File: src/hdl/nmea_lat_pkg.sv
`default_nettype none

package nmea_lat_pkg;

    // Characters that steer the parser.
    localparam logic [7:0] CH_NUL    = 8'h00;
    localparam logic [7:0] CH_DOLLAR = 8'h24;
    localparam logic [7:0] CH_COMMA  = 8'h2C;
    localparam logic [7:0] CH_DOT    = 8'h2E;
    localparam logic [7:0] CH_NL     = 8'h0A;
    localparam logic [7:0] CH_A      = 8'h41;
    localparam logic [7:0] CH_S      = 8'h53;
    localparam logic [7:0] CH_ZERO   = 8'h30;
    localparam logic [7:0] CH_NINE   = 8'h39;

    // Token numbers within an RMC sentence (counted from zero).
    localparam logic [3:0] TOK_HEADER = 4'd0;
    localparam logic [3:0] TOK_STATUS = 4'd3;
    localparam logic [3:0] TOK_LAT    = 4'd4;
    localparam logic [3:0] TOK_FRAC   = 4'd5;
    localparam logic [3:0] TOK_HEMI   = 4'd6;
    localparam logic [3:0] TOK_MAX    = 4'd15;

    localparam logic [7:0] POS_MAX    = 8'hFF;
    localparam logic [7:0] TAG_LEN    = 8'd5;

    // One result item.
    typedef struct packed {
        logic [6:0] lat_degrees;
        logic [7:0] lat_minutes;
        logic [9:0] lat_thousandths;
        logic       lat_south;
        logic       line_was_sentence;
        logic       line_was_rmc;
        logic       fix_updated;
    } fix_result_t;

    // Expected header text, one character per position.
    function automatic logic [7:0] rmc_tag_char(input logic [2:0] pos);
        logic [7:0] ch;
        case (pos)
            3'd0:    ch = 8'h47;
            3'd1:    ch = 8'h50;
            3'd2:    ch = 8'h52;
            3'd3:    ch = 8'h4D;
            3'd4:    ch = 8'h43;
            default: ch = CH_NUL;
        endcase
        return ch;
    endfunction

endpackage

`default_nettype wire

File: src/hdl/nmea_lat_byte_if.sv
`default_nettype none

interface nmea_lat_byte_if;
    logic       valid;
    logic       ready;
    logic [7:0] rx_byte;

    modport source (output valid, output rx_byte, input ready);
    modport sink (input valid, input rx_byte, output ready);
endinterface

`default_nettype wire

File: src/hdl/nmea_lat_fix_if.sv
`default_nettype none

interface nmea_lat_fix_if;
    logic       valid;
    logic       ready;
    logic [6:0] lat_degrees;
    logic [7:0] lat_minutes;
    logic [9:0] lat_thousandths;
    logic       lat_south;
    logic       line_was_sentence;
    logic       line_was_rmc;
    logic       fix_updated;

    modport source (
        output valid, output lat_degrees, output lat_minutes, output lat_thousandths,
        output lat_south, output line_was_sentence, output line_was_rmc,
        output fix_updated, input ready
    );
    modport sink (
        input valid, input lat_degrees, input lat_minutes, input lat_thousandths,
        input lat_south, input line_was_sentence, input line_was_rmc,
        input fix_updated, output ready
    );
endinterface

`default_nettype wire

File: src/hdl/nmea_lat_in_stage.sv
`default_nettype none

module nmea_lat_in_stage (
    input  wire logic       clk,
    input  wire logic       rst_n,
    nmea_lat_byte_if.sink   rx,
    input  wire logic       take,
    output logic            cur_valid,
    output logic [7:0]      cur_byte
);
    import nmea_lat_pkg::*;

    logic       valid_reg;
    logic       valid_next;
    logic [7:0] byte_reg;

    // The register can refill in the same cycle its byte is consumed.
    assign rx.ready   = !valid_reg || take;
    assign cur_valid  = valid_reg;
    assign cur_byte   = byte_reg;

    always_comb
    begin
        valid_next = valid_reg;
        if (rx.ready)
        begin
            valid_next = rx.valid;
        end
    end

    always_ff @(posedge clk or negedge rst_n)
    begin
        if (!rst_n)
        begin
            valid_reg <= 1'b0;
        end
        else
        begin
            valid_reg <= valid_next;
        end
    end

    // Payload register needs no reset.
    always_ff @(posedge clk)
    begin
        if (rx.ready && rx.valid)
        begin
            byte_reg <= rx.rx_byte;
        end
    end

endmodule

`default_nettype wire

File: src/hdl/nmea_lat_core.sv
`default_nettype none

module nmea_lat_core (
    input  wire logic                 clk,
    input  wire logic                 rst_n,
    input  wire logic                 take,
    input  wire logic [7:0]           byte_in,
    output logic                      result_valid,
    output nmea_lat_pkg::fix_result_t result
);
    import nmea_lat_pkg::*;

    // Line state.
    logic       lpz_reg, lpz_next;
    logic [3:0] tok_idx_reg, tok_idx_next;
    logic [7:0] pos_reg, pos_next;
    logic       in_tok_reg, in_tok_next;
    logic       hdr_reg, hdr_next;
    logic       status_reg, status_next;
    logic       stop_reg, stop_next;
    logic [6:0] deg_reg, deg_next;
    logic [7:0] min_reg, min_next;
    logic [9:0] frac_reg, frac_next;
    logic [1:0] hemi_reg, hemi_next;
    logic       sent_reg, sent_next;

    // Latitude of the last valid fix.
    logic [6:0] sv_deg_reg, sv_deg_next;
    logic [7:0] sv_min_reg, sv_min_next;
    logic [9:0] sv_frac_reg, sv_frac_next;
    logic       sv_south_reg, sv_south_next;

    logic       delim;
    logic       is_digit;
    logic [3:0] digit;
    logic [3:0] tok;
    logic       rmc;
    logic       fix;

    assign delim    = (byte_in == CH_DOLLAR) || (byte_in == CH_COMMA) || (byte_in == CH_DOT);
    assign is_digit = (byte_in >= CH_ZERO) && (byte_in <= CH_NINE);
    assign digit    = byte_in[3:0];
    assign result_valid = take && (byte_in == CH_NL);

    // Per-byte update of the tokenizer and the field accumulators.
    always_comb
    begin
        lpz_next      = lpz_reg;
        tok_idx_next  = tok_idx_reg;
        pos_next      = pos_reg;
        in_tok_next   = in_tok_reg;
        hdr_next      = hdr_reg;
        status_next   = status_reg;
        stop_next     = stop_reg;
        deg_next      = deg_reg;
        min_next      = min_reg;
        frac_next     = frac_reg;
        hemi_next     = hemi_reg;
        sent_next     = sent_reg;
        sv_deg_next   = sv_deg_reg;
        sv_min_next   = sv_min_reg;
        sv_frac_next  = sv_frac_reg;
        sv_south_next = sv_south_reg;
        tok           = tok_idx_reg - 4'd1;
        rmc           = 1'b0;
        fix           = 1'b0;

        if (byte_in != CH_NUL)
        begin
            // The first character decides whether this is a sentence.
            if (lpz_reg)
            begin
                lpz_next  = 1'b0;
                sent_next = (byte_in == CH_DOLLAR);
                hdr_next  = sent_next;
            end

            if (delim)
            begin
                // A header token shorter than the tag cannot match.
                if (in_tok_reg && (tok_idx_reg == 4'd1) && (pos_reg < TAG_LEN))
                begin
                    hdr_next = 1'b0;
                end
                in_tok_next = 1'b0;
            end
            else
            begin
                if (!in_tok_reg)
                begin
                    in_tok_next = 1'b1;
                    if (tok_idx_reg != TOK_MAX)
                    begin
                        tok_idx_next = tok_idx_reg + 4'd1;
                    end
                    pos_next  = '0;
                    stop_next = 1'b0;
                end
                tok = tok_idx_next - 4'd1;
                if (sent_next)
                begin
                    case (tok)
                        TOK_HEADER:
                        begin
                            if ((pos_next < TAG_LEN) && (byte_in != rmc_tag_char(pos_next[2:0])))
                            begin
                                hdr_next = 1'b0;
                            end
                        end
                        TOK_STATUS:
                        begin
                            if (hdr_next && (pos_next == 8'd0))
                            begin
                                status_next = (byte_in == CH_A);
                            end
                        end
                        TOK_LAT:
                        begin
                            if (status_next)
                            begin
                                if (pos_next == 8'd2)
                                begin
                                    stop_next = 1'b0;
                                end
                                if (!stop_next && is_digit)
                                begin
                                    if (pos_next < 8'd2)
                                    begin
                                        deg_next = 7'((11'(deg_next) * 11'd10) + 11'(digit));
                                    end
                                    else
                                    begin
                                        min_next = 8'((12'(min_next) * 12'd10) + 12'(digit));
                                    end
                                end
                                else
                                begin
                                    stop_next = 1'b1;
                                end
                            end
                        end
                        TOK_FRAC:
                        begin
                            if (status_next && (pos_next < 8'd3))
                            begin
                                if (!stop_next && is_digit)
                                begin
                                    frac_next = 10'((14'(frac_next) * 14'd10) + 14'(digit));
                                end
                                else
                                begin
                                    stop_next = 1'b1;
                                end
                            end
                        end
                        TOK_HEMI:
                        begin
                            if (status_next && (pos_next == 8'd0))
                            begin
                                hemi_next = {(byte_in == CH_S), 1'b1};
                            end
                        end
                        default:
                        begin
                        end
                    endcase
                    if (pos_next != POS_MAX)
                    begin
                        pos_next = pos_next + 8'd1;
                    end
                end
            end

            // End of line: commit the fix and start a fresh line.
            if (byte_in == CH_NL)
            begin
                rmc = sent_next && hdr_next;
                fix = rmc && status_next && hemi_next[0];
                if (fix)
                begin
                    sv_deg_next   = deg_next;
                    sv_min_next   = min_next;
                    sv_frac_next  = frac_next;
                    sv_south_next = hemi_next[1];
                end
            end
        end

        result.lat_degrees       = sv_deg_next;
        result.lat_minutes       = sv_min_next;
        result.lat_thousandths   = sv_frac_next;
        result.lat_south         = sv_south_next;
        result.line_was_sentence = sent_next;
        result.line_was_rmc      = rmc;
        result.fix_updated       = fix;

        if (byte_in == CH_NL)
        begin
            lpz_next     = 1'b1;
            tok_idx_next = '0;
            pos_next     = '0;
            in_tok_next  = 1'b0;
            hdr_next     = 1'b0;
            status_next  = 1'b0;
            stop_next    = 1'b0;
            deg_next     = '0;
            min_next     = '0;
            frac_next    = '0;
            hemi_next    = '0;
            sent_next    = 1'b0;
        end
    end

    // State advances only on a consumed byte.
    always_ff @(posedge clk or negedge rst_n)
    begin
        if (!rst_n)
        begin
            lpz_reg      <= 1'b1;
            tok_idx_reg  <= '0;
            pos_reg      <= '0;
            in_tok_reg   <= 1'b0;
            hdr_reg      <= 1'b0;
            status_reg   <= 1'b0;
            stop_reg     <= 1'b0;
            deg_reg      <= '0;
            min_reg      <= '0;
            frac_reg     <= '0;
            hemi_reg     <= '0;
            sent_reg     <= 1'b0;
            sv_deg_reg   <= '0;
            sv_min_reg   <= '0;
            sv_frac_reg  <= '0;
            sv_south_reg <= 1'b0;
        end
        else if (take)
        begin
            lpz_reg      <= lpz_next;
            tok_idx_reg  <= tok_idx_next;
            pos_reg      <= pos_next;
            in_tok_reg   <= in_tok_next;
            hdr_reg      <= hdr_next;
            status_reg   <= status_next;
            stop_reg     <= stop_next;
            deg_reg      <= deg_next;
            min_reg      <= min_next;
            frac_reg     <= frac_next;
            hemi_reg     <= hemi_next;
            sent_reg     <= sent_next;
            sv_deg_reg   <= sv_deg_next;
            sv_min_reg   <= sv_min_next;
            sv_frac_reg  <= sv_frac_next;
            sv_south_reg <= sv_south_next;
        end
    end

    // A header match is only ever held on a line that began with a dollar sign.
    a_hdr_needs_sentence: assert property (@(posedge clk) disable iff (!rst_n)
        hdr_reg |-> sent_reg)
        else $error("header match without sentence start");

    // Within a line the token count never goes backward.
    a_tok_monotone: assert property (@(posedge clk) disable iff (!rst_n)
        (take && (byte_in != CH_NL)) |=> (tok_idx_reg >= $past(tok_idx_reg)))
        else $error("token index decreased within a line");

    // A committed fix always comes from an RMC sentence.
    a_fix_is_rmc: assert property (@(posedge clk) disable iff (!rst_n)
        (result_valid && result.fix_updated) |-> (result.line_was_rmc && result.line_was_sentence))
        else $error("fix reported on a non-RMC line");

endmodule

`default_nettype wire

File: src/hdl/nmea_lat_out_stage.sv
`default_nettype none

module nmea_lat_out_stage (
    input  wire logic                        clk,
    input  wire logic                        rst_n,
    input  wire logic                        load,
    input  wire nmea_lat_pkg::fix_result_t   result,
    output logic                             free,
    nmea_lat_fix_if.source                   fix
);
    import nmea_lat_pkg::*;

    logic        valid_reg;
    logic        valid_next;
    fix_result_t data_reg;

    // The register can take a new result when empty or when being drained.
    assign free = !valid_reg || fix.ready;

    always_comb
    begin
        valid_next = valid_reg;
        if (free)
        begin
            valid_next = load;
        end
    end

    always_ff @(posedge clk or negedge rst_n)
    begin
        if (!rst_n)
        begin
            valid_reg <= 1'b0;
        end
        else
        begin
            valid_reg <= valid_next;
        end
    end

    always_ff @(posedge clk)
    begin
        if (free && load)
        begin
            data_reg <= result;
        end
    end

    assign fix.valid             = valid_reg;
    assign fix.lat_degrees       = data_reg.lat_degrees;
    assign fix.lat_minutes       = data_reg.lat_minutes;
    assign fix.lat_thousandths   = data_reg.lat_thousandths;
    assign fix.lat_south         = data_reg.lat_south;
    assign fix.line_was_sentence = data_reg.line_was_sentence;
    assign fix.line_was_rmc      = data_reg.line_was_rmc;
    assign fix.fix_updated       = data_reg.fix_updated;

endmodule

`default_nettype wire

File: src/hdl/nmea_lat_top.sv
// Path: an accepted byte is held in the input register and parsed from there into the
// core's line state; a newline's result is loaded into the result register and offered on fix.
// Throughput: one byte per cycle, set by the combinational parse between the input and
// result registers; only a newline waits when the result register is still full.
// Reset (rst_n, asynchronous, active low) empties both registers, starts a new line
// and clears the saved latitude to zero.
`default_nettype none

module nmea_rmc_latitude_parser_top (
    input  wire logic       clk,
    input  wire logic       rst_n,
    nmea_lat_byte_if.sink   rx,
    nmea_lat_fix_if.source  fix
);
    import nmea_lat_pkg::*;

    logic        cur_valid;
    logic [7:0]  cur_byte;
    logic        take;
    logic        out_free;
    logic        result_valid;
    fix_result_t result;

    // A newline is consumed only when its result has a place to go.
    assign take = cur_valid && ((cur_byte != CH_NL) || out_free);

    nmea_lat_in_stage u_in_stage (
        .clk       (clk),
        .rst_n     (rst_n),
        .rx        (rx),
        .take      (take),
        .cur_valid (cur_valid),
        .cur_byte  (cur_byte)
    );

    nmea_lat_core u_core (
        .clk          (clk),
        .rst_n        (rst_n),
        .take         (take),
        .byte_in      (cur_byte),
        .result_valid (result_valid),
        .result       (result)
    );

    nmea_lat_out_stage u_out_stage (
        .clk    (clk),
        .rst_n  (rst_n),
        .load   (result_valid),
        .result (result),
        .free   (out_free),
        .fix    (fix)
    );

endmodule

`default_nettype wire

File: src/flat_wrapper.sv
// flat-port wrapper written by rule: the top's interface ports become plain ports
module nmea_rmc_latitude_parser_top_flat import nmea_lat_pkg::*;
  (clk, rst_n, rx_valid, rx_rx_byte, rx_ready, fix_valid, fix_lat_degrees, fix_lat_minutes, fix_lat_thousandths, fix_lat_south, fix_line_was_sentence, fix_line_was_rmc, fix_fix_updated, fix_ready);
  nmea_lat_byte_if rx_i ();
  nmea_lat_fix_if fix_i ();
  input  wire logic clk;
  input  wire logic rst_n;
  input wire logic [$bits(rx_i.valid)-1:0] rx_valid;
  input wire logic [$bits(rx_i.rx_byte)-1:0] rx_rx_byte;
  output wire logic [$bits(rx_i.ready)-1:0] rx_ready;
  output wire logic [$bits(fix_i.valid)-1:0] fix_valid;
  output wire logic [$bits(fix_i.lat_degrees)-1:0] fix_lat_degrees;
  output wire logic [$bits(fix_i.lat_minutes)-1:0] fix_lat_minutes;
  output wire logic [$bits(fix_i.lat_thousandths)-1:0] fix_lat_thousandths;
  output wire logic [$bits(fix_i.lat_south)-1:0] fix_lat_south;
  output wire logic [$bits(fix_i.line_was_sentence)-1:0] fix_line_was_sentence;
  output wire logic [$bits(fix_i.line_was_rmc)-1:0] fix_line_was_rmc;
  output wire logic [$bits(fix_i.fix_updated)-1:0] fix_fix_updated;
  input wire logic [$bits(fix_i.ready)-1:0] fix_ready;
  assign rx_i.valid = rx_valid;
  assign rx_i.rx_byte = rx_rx_byte;
  assign rx_ready = rx_i.ready;
  assign fix_valid = fix_i.valid;
  assign fix_lat_degrees = fix_i.lat_degrees;
  assign fix_lat_minutes = fix_i.lat_minutes;
  assign fix_lat_thousandths = fix_i.lat_thousandths;
  assign fix_lat_south = fix_i.lat_south;
  assign fix_line_was_sentence = fix_i.line_was_sentence;
  assign fix_line_was_rmc = fix_i.line_was_rmc;
  assign fix_fix_updated = fix_i.fix_updated;
  assign fix_i.ready = fix_ready;
  nmea_rmc_latitude_parser_top u_core (.clk(clk), .rst_n(rst_n), .rx(rx_i), .fix(fix_i));
endmodule
File: config.mk
export PLATFORM = sky130hd
export DESIGN_NAME = nmea_rmc_latitude_parser_top_flat
export DESIGN_NICKNAME = d
export VERILOG_FILES = /design/src/hdl/nmea_lat_pkg.sv /design/src/hdl/nmea_lat_byte_if.sv /design/src/hdl/nmea_lat_fix_if.sv /design/src/hdl/nmea_lat_in_stage.sv /design/src/hdl/nmea_lat_core.sv /design/src/hdl/nmea_lat_out_stage.sv /design/src/hdl/nmea_lat_top.sv /design/src/flat_wrapper.sv
export SDC_FILE = /design/constraint.sdc
export NUM_CORES = 1
export LEC_CHECK = 0
export ABC_AREA = 1
export BUFFER_PORTS_ARGS = -buffer_cell sky130_fd_sc_hd__buf_4
export CAP_MARGIN = 30
export CELL_PAD_IN_SITES_DETAIL_PLACEMENT = 2
export CELL_PAD_IN_SITES_GLOBAL_PLACEMENT = 2
export CORE_ASPECT_RATIO = 1.25
export CORE_MARGIN = 5
export CORE_UTILIZATION = 37
export DETAILED_ROUTE_END_ITERATION = 8
export PLACE_DENSITY = 0.8
export SETUP_SLACK_MARGIN = 0.02
export SLEW_MARGIN = 15
export SYNTH_ARGS = -nofsm -noshare
export SYNTH_HDL_FRONTEND = slang
export SYNTH_HIERARCHICAL = 1
export SYNTH_SLANG_ARGS = --single-unit
File: constraint.sdc
create_clock -name clk -period 4.25 [get_ports clk]
set_clock_uncertainty 0.15 [all_clocks]
set_input_delay 0.85 -clock clk [delete_from_list [all_inputs] [get_ports clk]]
set_output_delay 0.85 -clock clk [all_outputs]
set_load 0.02 [all_outputs]
==> metrics.md <==
| Metric | Value |
|---|---|
| Core area | 18640 µm² |
| Yosys reg bits | 110 |
| Port Buffers | 42 |
| Setup violators final | 0 |
| FP Rows | 56 |
| Cells on worst reg2reg path | 16 |
| Hold/Removal Path Class | input port to asynchronous set/reset pin |
| Remaining Overflow, GRT | 0 |
| Pre-Repair DR Iteration Count | 4 |
| Crit path kind | flip-flop to flip-flop |
| CTS Sinks | 110 |
| # DRC | 0 |
| # fillers | 2131 |
| Post-synth EDFFs | 37 |
| Fmax | 289.8 MHz |
| CTS buffer count | 9 |
| Final Hold Fails | 0 |
| Avg WL per Cell | 19.68 µm |
| Critical path startpoint category | flip-flop |
| Overall routing resource usage | 21.41% |
| Netlist cell types | 41 |
| DR vias | 6110 |
| Sw frac | 33.57% |
| Post-cts resize count | 0 |
| Worst-Skew Late Latency | 0.37 ns |
| Cell Area, Synth | 6958 µm² |
| Post-Syn Instances | 869 |
| Flop2flop setup slack | 0.80 ns |
| Worst R2R End | u_core/u_out_stage/fix.lat_minutes[6] |
| DIE AREA | 21670 µm² |
| CTS tree | built |
| Switching pwr | 0.0008912 W |
| Post-place setup slack | 0.8238 ns |
| Final period utilization | 81.19% |
| Via/cell ratio | 5.355 |
| TNS Setup | 0 ns |
| Antenna violations before repair | 0 |
| Syn. warnings | 6 |
| WL final | 22.45 mm |
| Clk pin slew, worst setup/hold paths | 0.08 ns |
| I/O Pins | 43 |
| # Post-CTS Setup Buffers | 0 |
| First-pass GRT wire length | 36.96 mm |
| Leak pwr | 3.799 nW |
| Worst rel slew slack | 46.53% |
| Combinational Power Share | 20.3% |
| Most frequent cells in the layout | nand2_1, inv_1, nand3_1, dfrtp_1, nor2_1 |
| FF-to-FF Start | u_core/u_core/in_tok_reg |
| Hpwl dp | 16.96 mm |
| Clock power frac | 34.6% |
| Register area share after synthesis | 42.24% |
| CP Cell Sequence | nand2_1 > inv_1 > nand2_1 > inv_1 > ha_1 > nand2_2 > nand2_1 > nand2_1 > nor2_1 > nand2_1 > nand3_1 > nand3_2 > nor2_8 > nand2_4 > nand2_1 > and2_1 |
| CP Capture Type | flip-flop |
| Final Util | 41.88% |
| Layout cells sized above 1 | 12.54% |
| Worst vdd ir | 201.0 µV |
| Antenna-violating nets left | 0 |
| Die Span Y | 163.3 µm |
| Number of global-route vias before repair | 7066 |
| Critical Path Max Stage Delay | 0.62 ns |
| Async S/R FF share, synth | 66.36% |
| Fin nets | 956 |
| Max_cap viols | 0 |
| Slew Viols, Final | 0 |
| ANT cells | 0 |
| Starting DRC count in detailed routing | 220 |
| Crit Path Max Fanout | 27 |
| Avg Inst Size Synth | 8.007 µm² |
| Commonest non-fill, non-tap cell in the layout | nand2_1 |
| Status | complete, no violations |
| Final Instance Area | 7805 µm² |
| P_int | 0.001764 W |
| Syn_nets | 921 |
| H-Tree Depth | 3 |
| Max stage delay cell, worst path | dfrtp_1 |
| Post-route minimum period | 3.451 ns |
| Worst Path Arrival | 3.53 ns |
| Post-CTS Hold Fix Bufs | 0 |
| Placed instance area | 7465 µm² |
| Area Overhead vs Synth | 12.17% |
| Longest Clk Path Bufs | 2 |
| Die X | 132.7 µm |
| Initial Util | 37.33% |
| Tot Pwr | 0.002655 W |
| Largest net degree at the start of global routing | 52 |
| Worst Path Required | 4.33 ns |
| RePlAce Congestion | 0.8494 |
| Root Driver | clkbuf_16 |
| Most used cell, CP | nand2_1 |
| Worst slew pin tran | 0.8020 ns |
| Pwr Density | 340.2 nW/µm² |
| Sequential power share | 45.1% |
| RSZ-0062 raised after global routing | false |
| Final WS setup | 0.7994 ns |
| Ys flop type | dfrtp_1 |
-- worst max path at each step --
stage	startpoint	cells after the start	end
2_1_floorplan	fix_ready	10	u_core/u_out_stage/fix.fix_updated
3_3_place_gp	fix_ready	13	u_core/u_core/pos_reg[3]
3_5_place_dp	u_core/u_core/in_tok_reg	16	u_core/u_out_stage/fix.lat_minutes[6]
4_1_cts	u_core/u_core/in_tok_reg	16	u_core/u_out_stage/fix.lat_minutes[6]
5_1_grt	u_core/u_core/in_tok_reg	16	u_core/u_out_stage/fix.lat_thousandths[1]
6_report	u_core/u_core/in_tok_reg	16	u_core/u_out_stage/fix.lat_minutes[6]
-- synth_stat cells, drive strengths merged, types with 2 or more instances --
library cell / n / share of area (%)
nand3: 99 / 7.3
o21a: 2 / 0.22
inv: 118 / 6.4
nand2: 243 / 14
o211ai: 2 / 0.22
o22ai: 20 / 1.8
nand3b: 2 / 0.22
and2: 26 / 2.3
xor2: 9 / 1.1
clkbuf: 11 / 1.0
nor3: 11 / 0.79
buf: 14 / 1.5
ha: 34 / 6.1
o21bai: 2 / 0.22
dfrtp: 72 / 26
xnor2: 14 / 1.8
o2bb2ai: 2 / 0.25
nand4: 9 / 0.81
fa: 6 / 1.7
a21oi: 22 / 1.6
edfxtp: 37 / 16
o21ai: 51 / 3.9
nor2: 57 / 3.5
-- cell families (layout without fill, tap and decap cells) --
| group | count (synthesis) | after routing | share of synthesized area [%] |
|---|---|---|---|
| flip-flops | 110 | 110 | 42.24 |
| XOR/XNOR | 23 | 23 | 2.895 |
| buffers and inverters | 144 | 184 | 8.973 |
| AO/OA/AOI/OAI | 104 | 104 | 8.506 |
| AND/OR/NAND/NOR | 448 | 448 | 29.55 |
| adder cells (fa/ha/maj) | 40 | 40 | 7.840 |
-- layout make-up --
type	instances	area [µm²]	area share [%]
inverter	119	446.7	5.723
tap	232	290.3	3.719
clock buffer	9	225.2	2.886
timing repair buffer	49	407.9	5.226
clock inverter	7	87.58	1.122
sequential	110	2939	37.66
multi-input combinational	615	3408	43.67
-- power groups by stage --
stage / clock network [W] / registers (W) / logic [W]
floorplan: 0 / 0.00119 / 0.000369
global placement: 0 / 0.00121 / 0.000490
detailed placement: 0 / 0.00122 / 0.000537
CTS: 0.000944 / 0.00120 / 0.000541
global route: 0.000976 / 0.00121 / 0.000605
finish: 0.000918 / 0.00120 / 0.000539
-- worst max-delay path: cells and delay by family (launching register included) --
kind	cells	cell delay (ns)
and+or+nand+nor	13	2.10
buffers and inverters	2	0.24
DFF	1	0.62
adders and majority gates	1	0.18
-- metal layers --
metal	global-route usage, %	up-vias	part of all wire [%]	routed length (µm)
met2	41.52	71	55	12330
met1	24.22	3109	41	9194
met4	7.609	0	2.3	508
li1	-	2896	-	-
met5	0	-	0	0
met3	2.126	34	1.9	421
-- stage by stage --
stage          instances  hold slack, ns
6_report            1141          0.2604
5_1_grt             1141          0.2750
2_1_floorplan        869          0.2979
3_5_place_dp        1124          0.3254
3_3_place_gp        1123          0.3112
4_1_cts             1140          0.2624
Power figures use the tool's default switching activity.
